==> config.mk <==
export PLATFORM = sky130hd
export DESIGN_NAME = command_frame_bridge
export DESIGN_NICKNAME = d
export VERILOG_FILES = /design/src/rtl/cfb_pkg.sv /design/src/rtl/cfb_group_mem.sv /design/src/rtl/cfb_frame_gen.sv /design/src/rtl/command_frame_bridge.sv
export SDC_FILE = /design/constraint.sdc
export NUM_CORES = 1
export LEC_CHECK = 0
export BUFFER_PORTS_ARGS = -buffer_cell sky130_fd_sc_hd__buf_2
export CAP_MARGIN = 5
export CORE_MARGIN = 1.5
export CORE_UTILIZATION = 40
export CTS_CLUSTER_SIZE = 12
export DETAILED_ROUTE_END_ITERATION = 10
export HOLD_SLACK_MARGIN = 0.15
export PLACE_DENSITY_LB_ADDON = 0.2
export SLEW_MARGIN = 20
export SYNTH_ARGS = -nofsm -noshare
export SYNTH_HDL_FRONTEND = slang
export SYNTH_SLANG_ARGS = --single-unit
==> constraint.sdc <==
create_clock -name clk -period 4.1 [get_ports clk]
set_input_delay 0.82 -clock clk [delete_from_list [all_inputs] [get_ports clk]]
set_output_delay 0.82 -clock clk [all_outputs]
set_load 0.02 [all_outputs]
==> src/rtl/cfb_pkg.sv <==
// Package for the command frame bridge.
// Holds shared constants, the request type between the group collector and
// the frame generator, the generator state type and the frame byte function.
package cfb_pkg;

    localparam int BYTE_W      = 8;
    localparam int GROUP_LEN   = 5;
    localparam int GROUP_MEM_D = 4;
    localparam int MEM_AW      = 2;
    localparam int COUNT_W     = 3;
    localparam int FRAME_LEN   = 10;
    localparam int IDX_W       = 4;
    localparam int CFG_IDX_W   = 1;

    localparam logic [CFG_IDX_W-1:0] REG_PARAM_HIGH = 1'd0;
    localparam logic [CFG_IDX_W-1:0] REG_PARAM_LOW  = 1'd1;

    localparam logic [BYTE_W-1:0] SYNC_BYTE  = 8'hFF;
    localparam logic [BYTE_W-1:0] TAIL_BYTE  = 8'hFE;
    localparam logic [BYTE_W-1:0] START_BYTE = 8'h7E;
    localparam logic [BYTE_W-1:0] VER_BYTE   = 8'hFF;
    localparam logic [BYTE_W-1:0] LEN_BYTE   = 8'h06;
    localparam logic [BYTE_W-1:0] ACK_BYTE   = 8'h00;
    localparam logic [BYTE_W-1:0] END_BYTE   = 8'hEF;

    localparam logic [MEM_AW-1:0]  CMD_ENTRY  = 2'd2;
    localparam logic [COUNT_W-1:0] LAST_COUNT = 3'(GROUP_LEN - 1);
    localparam logic [IDX_W-1:0]   LAST_IDX   = 4'(FRAME_LEN - 1);

    localparam logic [IDX_W-1:0] POS_START = 4'd0;
    localparam logic [IDX_W-1:0] POS_VER   = 4'd1;
    localparam logic [IDX_W-1:0] POS_LEN   = 4'd2;
    localparam logic [IDX_W-1:0] POS_CMD   = 4'd3;
    localparam logic [IDX_W-1:0] POS_ACK   = 4'd4;
    localparam logic [IDX_W-1:0] POS_PH    = 4'd5;
    localparam logic [IDX_W-1:0] POS_PL    = 4'd6;
    localparam logic [IDX_W-1:0] POS_CHK_H = 4'd7;
    localparam logic [IDX_W-1:0] POS_CHK_L = 4'd8;

    typedef struct packed {
        logic              pending;
        logic [BYTE_W-1:0] cmd;
    } cfb_req_t;

    typedef enum logic {
        ST_IDLE,
        ST_SEND
    } gen_state_t;

    function automatic logic [BYTE_W-1:0] frame_byte(
        input logic [IDX_W-1:0]  idx,
        input logic [BYTE_W-1:0] cmd,
        input logic [BYTE_W-1:0] ph,
        input logic [BYTE_W-1:0] pl
    );
        logic [15:0] sum;
        logic [15:0] chk;
        logic [BYTE_W-1:0] res;
        sum = 16'(VER_BYTE) + 16'(LEN_BYTE) + 16'(cmd) + 16'(ph) + 16'(pl);
        chk = 16'd0 - sum;
        case (idx)
            POS_START: res = START_BYTE;
            POS_VER:   res = VER_BYTE;
            POS_LEN:   res = LEN_BYTE;
            POS_CMD:   res = cmd;
            POS_ACK:   res = ACK_BYTE;
            POS_PH:    res = ph;
            POS_PL:    res = pl;
            POS_CHK_H: res = chk[15:8];
            POS_CHK_L: res = chk[7:0];
            default:   res = END_BYTE;
        endcase
        return res;
    endfunction

endpackage

==> src/rtl/cfb_group_mem.sv <==
// Group collector of the command frame bridge.
// Stores received bytes in a four-entry memory, tracks the header match and
// posts one frame request per matching group. Depends on cfb_pkg.
module cfb_group_mem
    import cfb_pkg::*;
(
    input  logic              clk,
    input  logic              rst_n,
    input  logic              in_valid,
    output logic              in_ready,
    input  logic [BYTE_W-1:0] rx_byte,
    output cfb_req_t          req,
    input  logic              req_take
);

    logic [BYTE_W-1:0]  mem [GROUP_MEM_D];
    logic [BYTE_W-1:0]  rd_data_reg;
    logic [COUNT_W-1:0] count_reg;
    logic [COUNT_W-1:0] count_next;
    logic               match_reg;
    logic               match_next;
    logic               pending_reg;
    logic               pending_next;
    logic               accept;
    logic               at_last;
    logic               group_ok;

    assign at_last  = (count_reg == LAST_COUNT);
    assign in_ready = !(at_last && pending_reg);
    assign accept   = in_valid && in_ready;
    assign group_ok = match_reg && (rx_byte == TAIL_BYTE);

    always_comb
    begin
        count_next   = count_reg;
        match_next   = match_reg;
        pending_next = pending_reg;
        if (req_take)
        begin
            pending_next = 1'b0;
        end
        if (accept)
        begin
            if (at_last)
            begin
                count_next = '0;
                if (group_ok)
                begin
                    pending_next = 1'b1;
                end
            end
            else
            begin
                count_next = count_reg + 3'd1;
            end
            case (count_reg)
                3'd0:    match_next = (rx_byte == SYNC_BYTE);
                3'd1:    match_next = match_reg && (rx_byte == SYNC_BYTE);
                3'd3:    match_next = match_reg && (rx_byte == TAIL_BYTE);
                default: match_next = match_reg;
            endcase
        end
    end

    always_ff @(posedge clk or negedge rst_n)
    begin
        if (!rst_n)
        begin
            count_reg   <= '0;
            match_reg   <= 1'b0;
            pending_reg <= 1'b0;
        end
        else
        begin
            count_reg   <= count_next;
            match_reg   <= match_next;
            pending_reg <= pending_next;
        end
    end

    always_ff @(posedge clk)
    begin
        if (accept && !at_last)
        begin
            mem[count_reg[MEM_AW-1:0]] <= rx_byte;
        end
        if (accept && at_last)
        begin
            rd_data_reg <= mem[CMD_ENTRY];
        end
    end

    assign req.pending = pending_reg;
    assign req.cmd     = rd_data_reg;

    a_count_range: assert property (@(posedge clk) disable iff (!rst_n)
        count_reg <= LAST_COUNT)
        else $error("group count out of range");

    a_no_overwrite: assert property (@(posedge clk) disable iff (!rst_n)
        accept && at_last |-> !pending_reg)
        else $error("group completed while a request is still pending");

    a_take_pending: assert property (@(posedge clk) disable iff (!rst_n)
        req_take |-> pending_reg)
        else $error("request taken while none is pending");

    a_post: assert property (@(posedge clk) disable iff (!rst_n)
        accept && at_last && group_ok |=> pending_reg && count_reg == '0)
        else $error("matching group did not post a request");

endmodule

==> src/rtl/cfb_frame_gen.sv <==
// Frame generator of the command frame bridge.
// Takes frame requests and sends the ten frame bytes through an output
// register, one byte per cycle while the sink takes them. Depends on cfb_pkg.
module cfb_frame_gen
    import cfb_pkg::*;
(
    input  logic              clk,
    input  logic              rst_n,
    input  cfb_req_t          req,
    output logic              req_take,
    input  logic [BYTE_W-1:0] param_high,
    input  logic [BYTE_W-1:0] param_low,
    output logic              out_valid,
    input  logic              out_ready,
    output logic [BYTE_W-1:0] tx_byte,
    output logic              frame_end
);

    gen_state_t        state_reg;
    gen_state_t        state_next;
    logic [IDX_W-1:0]  idx_reg;
    logic [IDX_W-1:0]  idx_next;
    logic [BYTE_W-1:0] cmd_reg;
    logic              out_valid_reg;
    logic              out_valid_next;
    logic [BYTE_W-1:0] tx_byte_reg;
    logic              frame_end_reg;
    logic              advance;
    logic              last_byte;

    assign last_byte = (idx_reg == LAST_IDX);

    always_comb
    begin
        state_next = state_reg;
        case (state_reg)
            ST_IDLE:
            begin
                if (req.pending)
                begin
                    state_next = ST_SEND;
                end
            end
            ST_SEND:
            begin
                if (advance && last_byte && !req.pending)
                begin
                    state_next = ST_IDLE;
                end
            end
            default: state_next = ST_IDLE;
        endcase
    end

    always_comb
    begin
        advance        = 1'b0;
        req_take       = 1'b0;
        idx_next       = idx_reg;
        out_valid_next = out_valid_reg && !out_ready;
        case (state_reg)
            ST_IDLE:
            begin
                req_take = req.pending;
                idx_next = '0;
            end
            ST_SEND:
            begin
                advance = !out_valid_reg || out_ready;
                if (advance)
                begin
                    out_valid_next = 1'b1;
                    if (last_byte)
                    begin
                        req_take = req.pending;
                        idx_next = '0;
                    end
                    else
                    begin
                        idx_next = idx_reg + 4'd1;
                    end
                end
            end
            default: ;
        endcase
    end

    always_ff @(posedge clk or negedge rst_n)
    begin
        if (!rst_n)
        begin
            state_reg     <= ST_IDLE;
            idx_reg       <= '0;
            out_valid_reg <= 1'b0;
        end
        else
        begin
            state_reg     <= state_next;
            idx_reg       <= idx_next;
            out_valid_reg <= out_valid_next;
        end
    end

    always_ff @(posedge clk)
    begin
        if (req_take)
        begin
            cmd_reg <= req.cmd;
        end
        if (advance)
        begin
            tx_byte_reg   <= frame_byte(idx_reg, cmd_reg, param_high, param_low);
            frame_end_reg <= last_byte;
        end
    end

    assign out_valid = out_valid_reg;
    assign tx_byte   = tx_byte_reg;
    assign frame_end = frame_end_reg;

    a_end_marker: assert property (@(posedge clk) disable iff (!rst_n)
        out_valid && frame_end |-> tx_byte == END_BYTE)
        else $error("frame end flag without end marker");

    a_idle_idx: assert property (@(posedge clk) disable iff (!rst_n)
        state_reg == ST_IDLE |-> idx_reg == '0)
        else $error("byte index not cleared while idle");

    a_take_bound: assert property (@(posedge clk) disable iff (!rst_n)
        req_take |=> state_reg == ST_SEND && idx_reg == '0)
        else $error("frame request taken without starting a frame");

endmodule

==> src/rtl/command_frame_bridge.sv <==
// Command frame bridge: one received byte per cycle while in_ready is high; a
// matching five-byte group gives a ten-byte frame: the request is registered,
// the generator takes it, and the first byte leaves its output register, then
// one byte per cycle while the sink takes them. The generator bounds the
// sustained input rate; one request waits while a frame is sent.
// Reset clears group count, byte index, flags, state and parameter registers.
module command_frame_bridge
    import cfb_pkg::*;
(
    input  logic                 clk,
    input  logic                 rst_n,
    input  logic                 cfg_we,
    input  logic [CFG_IDX_W-1:0] cfg_index,
    input  logic [BYTE_W-1:0]    cfg_data,
    input  logic                 in_valid,
    output logic                 in_ready,
    input  logic [BYTE_W-1:0]    rx_byte,
    output logic                 out_valid,
    input  logic                 out_ready,
    output logic [BYTE_W-1:0]    tx_byte,
    output logic                 frame_end
);

    logic [BYTE_W-1:0] param_high_reg;
    logic [BYTE_W-1:0] param_low_reg;
    cfb_req_t          req;
    logic              req_take;

    always_ff @(posedge clk or negedge rst_n)
    begin
        if (!rst_n)
        begin
            param_high_reg <= '0;
            param_low_reg  <= '0;
        end
        else if (cfg_we)
        begin
            case (cfg_index)
                REG_PARAM_HIGH: param_high_reg <= cfg_data;
                REG_PARAM_LOW:  param_low_reg  <= cfg_data;
                default: ;
            endcase
        end
    end

    cfb_group_mem u_group
    (
        .clk      (clk),
        .rst_n    (rst_n),
        .in_valid (in_valid),
        .in_ready (in_ready),
        .rx_byte  (rx_byte),
        .req      (req),
        .req_take (req_take)
    );

    cfb_frame_gen u_gen
    (
        .clk        (clk),
        .rst_n      (rst_n),
        .req        (req),
        .req_take   (req_take),
        .param_high (param_high_reg),
        .param_low  (param_low_reg),
        .out_valid  (out_valid),
        .out_ready  (out_ready),
        .tx_byte    (tx_byte),
        .frame_end  (frame_end)
    );

endmodule

==> After elaboration in Yosys (flattened, before gate mapping) <==
Memory sizes are Yosys's and may differ from the RTL's. A register that Yosys moved wholly into a read port is not among the register bits.
Index checks and enable logic that the tools add are counted.
{ "totals": {"regBits": 44, "ramBits": 32, "n_memories": 1} }
{ "classes": {"n_addsub": 6, "eq_ne": 15, "muxes": 21, "bitwise_logic": 2, "reduce_logical": 21} }
{ "memory_table": {"columns": ["memory", "depth", "width", "rd", "rd_ports_with_merged_regs", "wr", "line_no", "rtl"], "rows": [
  ["u_group.mem", 4, 8, 1, 1, 1, "cfb_group_mem.sv:16", "logic [BYTE_W-1:0] mem [GROUP_MEM_D];"]
]} }
{ "op_table": {"columns": ["op", "n"], "rows": [
  ["one-hot mux 8 bit (9 select lines)", 1],
  ["adder 16 x 8 -> 16 bit", 2],
  ["== test 4 x 3 -> 1 bit, second input constant", 4],
  ["== test 8 bit, second input constant", 2],
  ["subtractor 1 x 16 -> 16 bit, first input constant", 1],
  ["2-to-1 mux 1 bit", 13],
  ["adder 9 x 8 -> 10 bit, first input constant", 1],
  ["logical AND 1 bit", 9],
  ["== test 4 x 2 -> 1 bit, second input constant", 2],
  ["== test 4 bit, second input constant", 2],
  ["2-to-1 mux 4 bit", 2],
  ["one-hot mux 4 bit (2 select lines)", 1],
  ["AND reduction 2 bit", 3],
  ["zero test 1 bit", 5],
  ["adder 4 x 1 -> 4 bit, second input constant", 1],
  ["== test 4 x 1 -> 1 bit, second input constant", 1],
  ["zero test 4 bit", 1],
  ["one-hot mux 1 bit (2 select lines)", 2],
  ["adder 3 x 1 -> 3 bit, second input constant", 1],
  ["== test 3 x 1 -> 1 bit, second input constant", 1],
  ["== test 3 x 2 -> 1 bit, second input constant", 1],
  ["== test 3 bit, second input constant", 1],
  ["zero test 3 bit", 1],
  ["2-to-1 mux 3 bit", 1],
  ["other kinds (5)", 6]
]} }

==> Longest topological paths before layout <==
{ "logic_depth": {"word_depth": 8, "depth_mapped": 13} }

==> Cells and area by module <==
Synthesis repeated with hierarchy kept, for this count alone.
{ "hier_totals": {"hier_cells": 278, "hier_area_um2": 3326.9} }
{ "by_module_without_submodules": {"columns": ["mod", "n_inst", "cells_per_inst", "area_each_um2"], "rows": [
  ["cfb_frame_gen", 1, 187, 1839.3],
  ["cfb_group_mem", 1, 56, 845.8],
  ["command_frame_bridge", 1, 35, 641.9]
]} }

==> Worst setup path before layout <==
OpenSTA, ideal clock, no wires.
{ "synth_timing": {"kind": "register -> register", "startpoint": "register u_gen.cmd_reg[0]", "endpoint": "register u_gen.tx_byte_reg[7], in the netlist u_gen.tx_byte[7] (data pin)", "arrival_time_ns": 3.162, "required_ns": 3.942, "slack_ns": 0.780, "stages_incl_launch_ff": 13, "n_path_buf": 0, "period_less_slack_ns": 3.320, "path_cell_list": "edfxtp_1 -> ha_1 -> o2111ai_1 -> xnor2_1 -> fa_1 -> inv_1 -> ha_1 -> ha_1 -> and3_1 -> a221oi_2 -> o21ai_1 -> a221o_1 -> o211ai_1"} }
{ "synth_between": {"elab_chain_cells": 5} }
{ "synth_lines": {"columns": ["element", "line_no", "rtl"], "rows": [
  ["start: declaration", "cfb_frame_gen.sv:23", "logic [BYTE_W-1:0] cmd_reg;"],
  ["start signal: assignment", "cfb_frame_gen.sv:108", "cmd_reg <= req.cmd;"],
  ["adder 9 x 8 -> 10 bit", "cfb_pkg.sv:59", "sum = 16'(VER_BYTE) + 16'(LEN_BYTE) + 16'(cmd) + 16'(ph) + 16'(pl);"],
  ["adder 16 x 8 -> 16 bit (2 in series)", "cfb_pkg.sv:59", null],
  ["subtractor 1 x 16 -> 16 bit", "cfb_pkg.sv:60", "chk = 16'd0 - sum;"],
  ["one-hot mux 8 bit (9 select lines)", "cfb_pkg.sv:61", "case (idx)"],
  ["end signal: assignment", "cfb_frame_gen.sv:112", "tx_byte_reg <= frame_byte(idx_reg, cmd_reg, param_high, param_low);"],
  ["end: declaration", "cfb_frame_gen.sv:26", "logic [BYTE_W-1:0] tx_byte_reg;"]
]} }
No other way between the ends.
A chain may end at the register's enable or synchronous reset.

==> Final worst setup path <==
{ "layout_timing": {"startpoint": "register u_gen.cmd_reg[0]", "endpoint": "register u_gen.tx_byte_reg[3], in the netlist u_gen.tx_byte[3] (data pin)"} }
Same word-level chain as after synthesis.

==> out/metrics.sh <==
PWR-SHARE-COMB_PCT=37.5
SYN_INST=306
AVGROUTEDWIREPERCELL_UM=15.6
FINAL_PERIOD_MINUS_WORST_SETUP_SLACK_PS=3570
ROUTED_WL_MM=7.05
MAX_STAGE_DELAY_PS=480
STATUS='completed'
SYNTH_TOP_CELL_BY_AREA='sky130_fd_sc_hd__edfxtp_1'
CTS.HOLD.BUFFERS_ADDED=0
HOLD_VIOL_FINAL=0
POST_ROUTE_CELLS_DRIVE_ABOVE_1_SHARE_PCT=19.7
INSERTION_DELAY_TO_THE_LATER_SINK_OF_THE_WORST_SKEW_PAIR_PS=330
HOLD_PATH_CLASS='reg -> reg'
GRT_OVERFLOW_TOTAL=0
TOTAL_SWITCHING_POWER_uW=892
CTS_TREE='built'
INTERNAL-POWER_mW=1.52
RSZ0062_AT_GRT='no'
SYNTHESIZED_AREA_UM2=3460
GRT_MAX_DEGREE=28
YOSYSUNIQUECELLTYPES=55
FIN_SETUP_TNS_PS=0
TIMING.CRITICAL_PATH.CELLS='ha_1 -> o2111ai_1 -> xnor2_1 -> fa_1 -> inv_1 -> ha_1 -> ha_1 -> and3_1 -> a221oi_2 -> o21ai_1 -> a221o_1 -> o211ai_1'
DATA_REQUIRED_TIME_AT_THE_WORST_ENDPOINT_PS=4270
CRITPATHMOSTFREQUENTCELL='sky130_fd_sc_hd__ha_1'
SYNTH_FP_NETS=362
TIMING.CLOCK.SKEW_PS=8.52
START_KIND='flop'
SYNTHTOPCELLSBYCOUNT='33 x sky130_fd_sc_hd__edfxtp_1, 27 x sky130_fd_sc_hd__dfrtp_1, 26 x sky130_fd_sc_hd__ha_1'
SYNTH_AREA_PER_INST_UM2=11.3
CORE_UM2=8300
POST_LAYOUT_NET_COUNT=397
INITIALDRTVIOLATIONCOUNT=163
DRT_DRC_VIOLATIONS_LEFT=0
FIN_CRIT_SH_PCT=87.0
WORST-SLEW-PIN-TRANSITION_PS=932
CHIPWIDTH_UM=96.1
FINAL-SETUP-VIOL-COUNT=0
SHARE_SEQ_OF_TOTAL_POWER_PCT=39.0
YOSYSWARNINGS=0
CTS_NUM_SINKS=60
ROW_COUNT=33
GRT_PASS1_WL_MM=11.9
GLOBALROUTETOTALUTIL_PCT=17.7
POSTSYNTH.ASYNCRESETSHARE_PCT=45.0
REPORT.FINAL.SLEW_VIOL_COUNT=0
CRIT_SLOWEST_CELL='sky130_fd_sc_hd__fa_1'
P_CLK_SHARE_PCT=23.5
WORST_SLEW_MARGIN_REL_PCT=37.7
LEAKAGEPOWER_nW=1.61
POWER.SHARE.SWITCHING_PCT=37.0
GLOBAL_PLACEMENT_ROUTABILITY_CONGESTION=0.799
CRITICAL_PATH_PEAK_FANOUT=4
POSTCTSRESIZEDCELLS=0
DRT_PASS1_ITERATIONS=5
AREA_GROWTH_PCT=13.5
CTS_BUFFER_DEPTH=2
GRT_PASS1_VIAS=2477
CTS.REPAIR_TIMING.SETUP_BUFFER_COUNT=0
IO_BUFFER_COUNT=32
FLOORPLAN.INITIALDENSITY_PCT=41.7
DOMINANTREGCELLSYNTH='sky130_fd_sc_hd__edfxtp_1'
ANTENNA_FOUND_INITIAL=0
WORSTSETUPPATHTYPE='reg -> reg'
WORSTPATHARRIVAL_PS=3740
DETAILEDPLACEMENTHPWL_MM=5.27
DIE_AREA_UM2=9230
MAX_CAP_VIOL_COUNT=0
TIMING.CRITICAL_PATH.TO_TYPE='flop'
SYNTH_AREA_LEADERS='sky130_fd_sc_hd__edfxtp_1 29%, sky130_fd_sc_hd__dfrtp_1 20%, sky130_fd_sc_hd__ha_1 9.4%'
DIE_H_UM=96.1
FINAL_CORE_UTILIZATION_PCT=47.4
VIASPERCELL=5.36
CTS_MADE_BUFFERS=9
FINAL_ANTENNA_NET_COUNT=0
PLACED_CELL_AREA_UM2=3720
CLOCK-ROOT-BUFFER='sky130_fd_sc_hd__clkbuf_8'
POST_SYNTHESIS_SEQUENTIAL_AREA_RATIO_PCT=48.1
SYNTH_ENABLE_FLOP_CELLS=33
POSTLAYOUTCELLAREA_UM2=3930
NUMBER_OF_H_TREE_LEVELS=3
IO-PIN-COUNT=33
DETAILROUTE.VIA_COUNT=2419
SYNTH_TOP_AREA_SHARE_PCT=28.6
POST-LAYOUT-TOTAL-POWER_mW=2.41
ANTENNA-DIODE-COUNT=0
PWR_DENS_nW_PER_UM2=612
POST-SYNTH-TOP-COUNT-CELL='sky130_fd_sc_hd__edfxtp_1'
MAX_CLK_RATE_MHz=280
MAX-VDD-IR-DROP_V=0.000194
CLK_PIN_SLEW_WORST_PATHS_PS=70
YS_FF_LATCH=60
FIN_HOLD_WS_PS=411
## power groups by stage
| stage | logic [mW] | clock network (mW) | registers (mW) |
|---|---|---|---|
| 2_1_floorplan | 0.672 | 0 | 0.924 |
| 5_1_grt | 1.02 | 0.612 | 0.964 |
| 4_1_cts | 0.901 | 0.587 | 0.938 |
| 3_3_place_gp | 0.876 | 0 | 0.945 |
| 3_5_place_dp | 0.893 | 0 | 0.949 |
| 6_report | 0.903 | 0.567 | 0.939 |
## critical path, delay by kind of cell, from the launching register on
kind / cells / cell delay [ps]
xor+xnor: 1 / 130
compound gates: 5 / 1170
buf+inv: 1 / 40
flops: 1 / 450
simple gates: 1 / 210
fa+ha+maj: 4 / 1410
## cell families (layout without fill, tap and decap cells)
group | Yosys count | after routing | share of synthesized area [%]
mux | 13 | 13 | 4.23
simple gates | 76 | 76 | 11.6
compound gates | 77 | 77 | 15.0
fa+ha+maj | 34 | 34 | 14.0
flops | 60 | 60 | 48.1
xor+xnor | 13 | 13 | 3.29
buf+inv | 33 | 73 | 3.72
## final cells by class
cell class | instances | area (µm²)
flip-flops and latches | 60 | 1670
multi-input cells | 213 | 1670
fillers | 760 | 4370
clock inverters | 5 | 76.3
inverters | 24 | 90.1
well taps | 105 | 131
repair buffers | 33 | 168
clock buffers | 11 | 131
## per-stage QoR
| step | instances | setup slack, ps |
|---|---|---|
| after floorplan | 306 | 780 |
| after detailed placement | 435 | 540 |
| final | 451 | 531 |
| after global routing | 451 | 283 |
| after CTS | 451 | 506 |
| after global placement | 435 | 615 |
## final timing paths
kind / slack (ps) / cells past startpoint / from / end
worst max register to register: 530 / 12 / u_gen.cmd_reg[0]$_DFFE_PP_ / u_gen.tx_byte[3]$_DFFE_PP_
min in group asynchronous: 510 / 1 / rst_n / param_low_reg[6]$_DFFE_PN0P_
max in group asynchronous: 3160 / 1 / rst_n / u_gen.idx_reg[2]$_DFFE_PN0P_
worst min register to register: 410 / 0 / u_group.rd_data_reg[0]$_DFFE_PP_ / u_gen.cmd_reg[0]$_DFFE_PP_
worst min-delay path: 410 / 0 / u_group.rd_data_reg[0]$_DFFE_PP_ / u_gen.cmd_reg[0]$_DFFE_PP_
worst max-delay path: 530 / 12 / u_gen.cmd_reg[0]$_DFFE_PP_ / u_gen.tx_byte[3]$_DFFE_PP_
## routing by layer
metal  vias to the layer above  routed length, µm  part of all wire (%)  track usage [%]
met4                         0                157                   2.2             9.68
met3                        10                310                   4.4             3.55
met1                      1146               3190                    45             21.7
li1                       1185                  -                     -                -
met2                        78               3390                    48             29.0
met5                         -                  0                     0                0
## cell usage in the layout (no fill, tap or decap), types with 3 or more instances in the layout
cell                       netlist  final
sky130_fd_sc_hd__a221oi_1        3      3
sky130_fd_sc_hd__nor2_1         14     14
sky130_fd_sc_hd__mux2_2         13     13
sky130_fd_sc_hd__nor2b_1         7      7
sky130_fd_sc_hd__xnor2_1         9      9
sky130_fd_sc_hd__fa_1            8      8
sky130_fd_sc_hd__nand3_1         4      4
sky130_fd_sc_hd__a31oi_1         3      3
sky130_fd_sc_hd__buf_2           3     32
sky130_fd_sc_hd__xor2_1          4      4
sky130_fd_sc_hd__inv_1          23     23
sky130_fd_sc_hd__a22oi_1         6      6
sky130_fd_sc_hd__dfrtp_1        27     27
sky130_fd_sc_hd__and2_1          3      3
sky130_fd_sc_hd__o211ai_1        4      4
sky130_fd_sc_hd__a21o_1          3      3
sky130_fd_sc_hd__edfxtp_1       33     33
sky130_fd_sc_hd__nand2_1        20     20
sky130_fd_sc_hd__nor3_1          3      3
sky130_fd_sc_hd__o21ai_0        14     14
sky130_fd_sc_hd__ha_1           26     26
sky130_fd_sc_hd__clkbuf_8        0      9
sky130_fd_sc_hd__a21oi_1        21     21
sky130_fd_sc_hd__nand2b_1       11     11
Note: power is estimated with default switching activity, not from simulation.
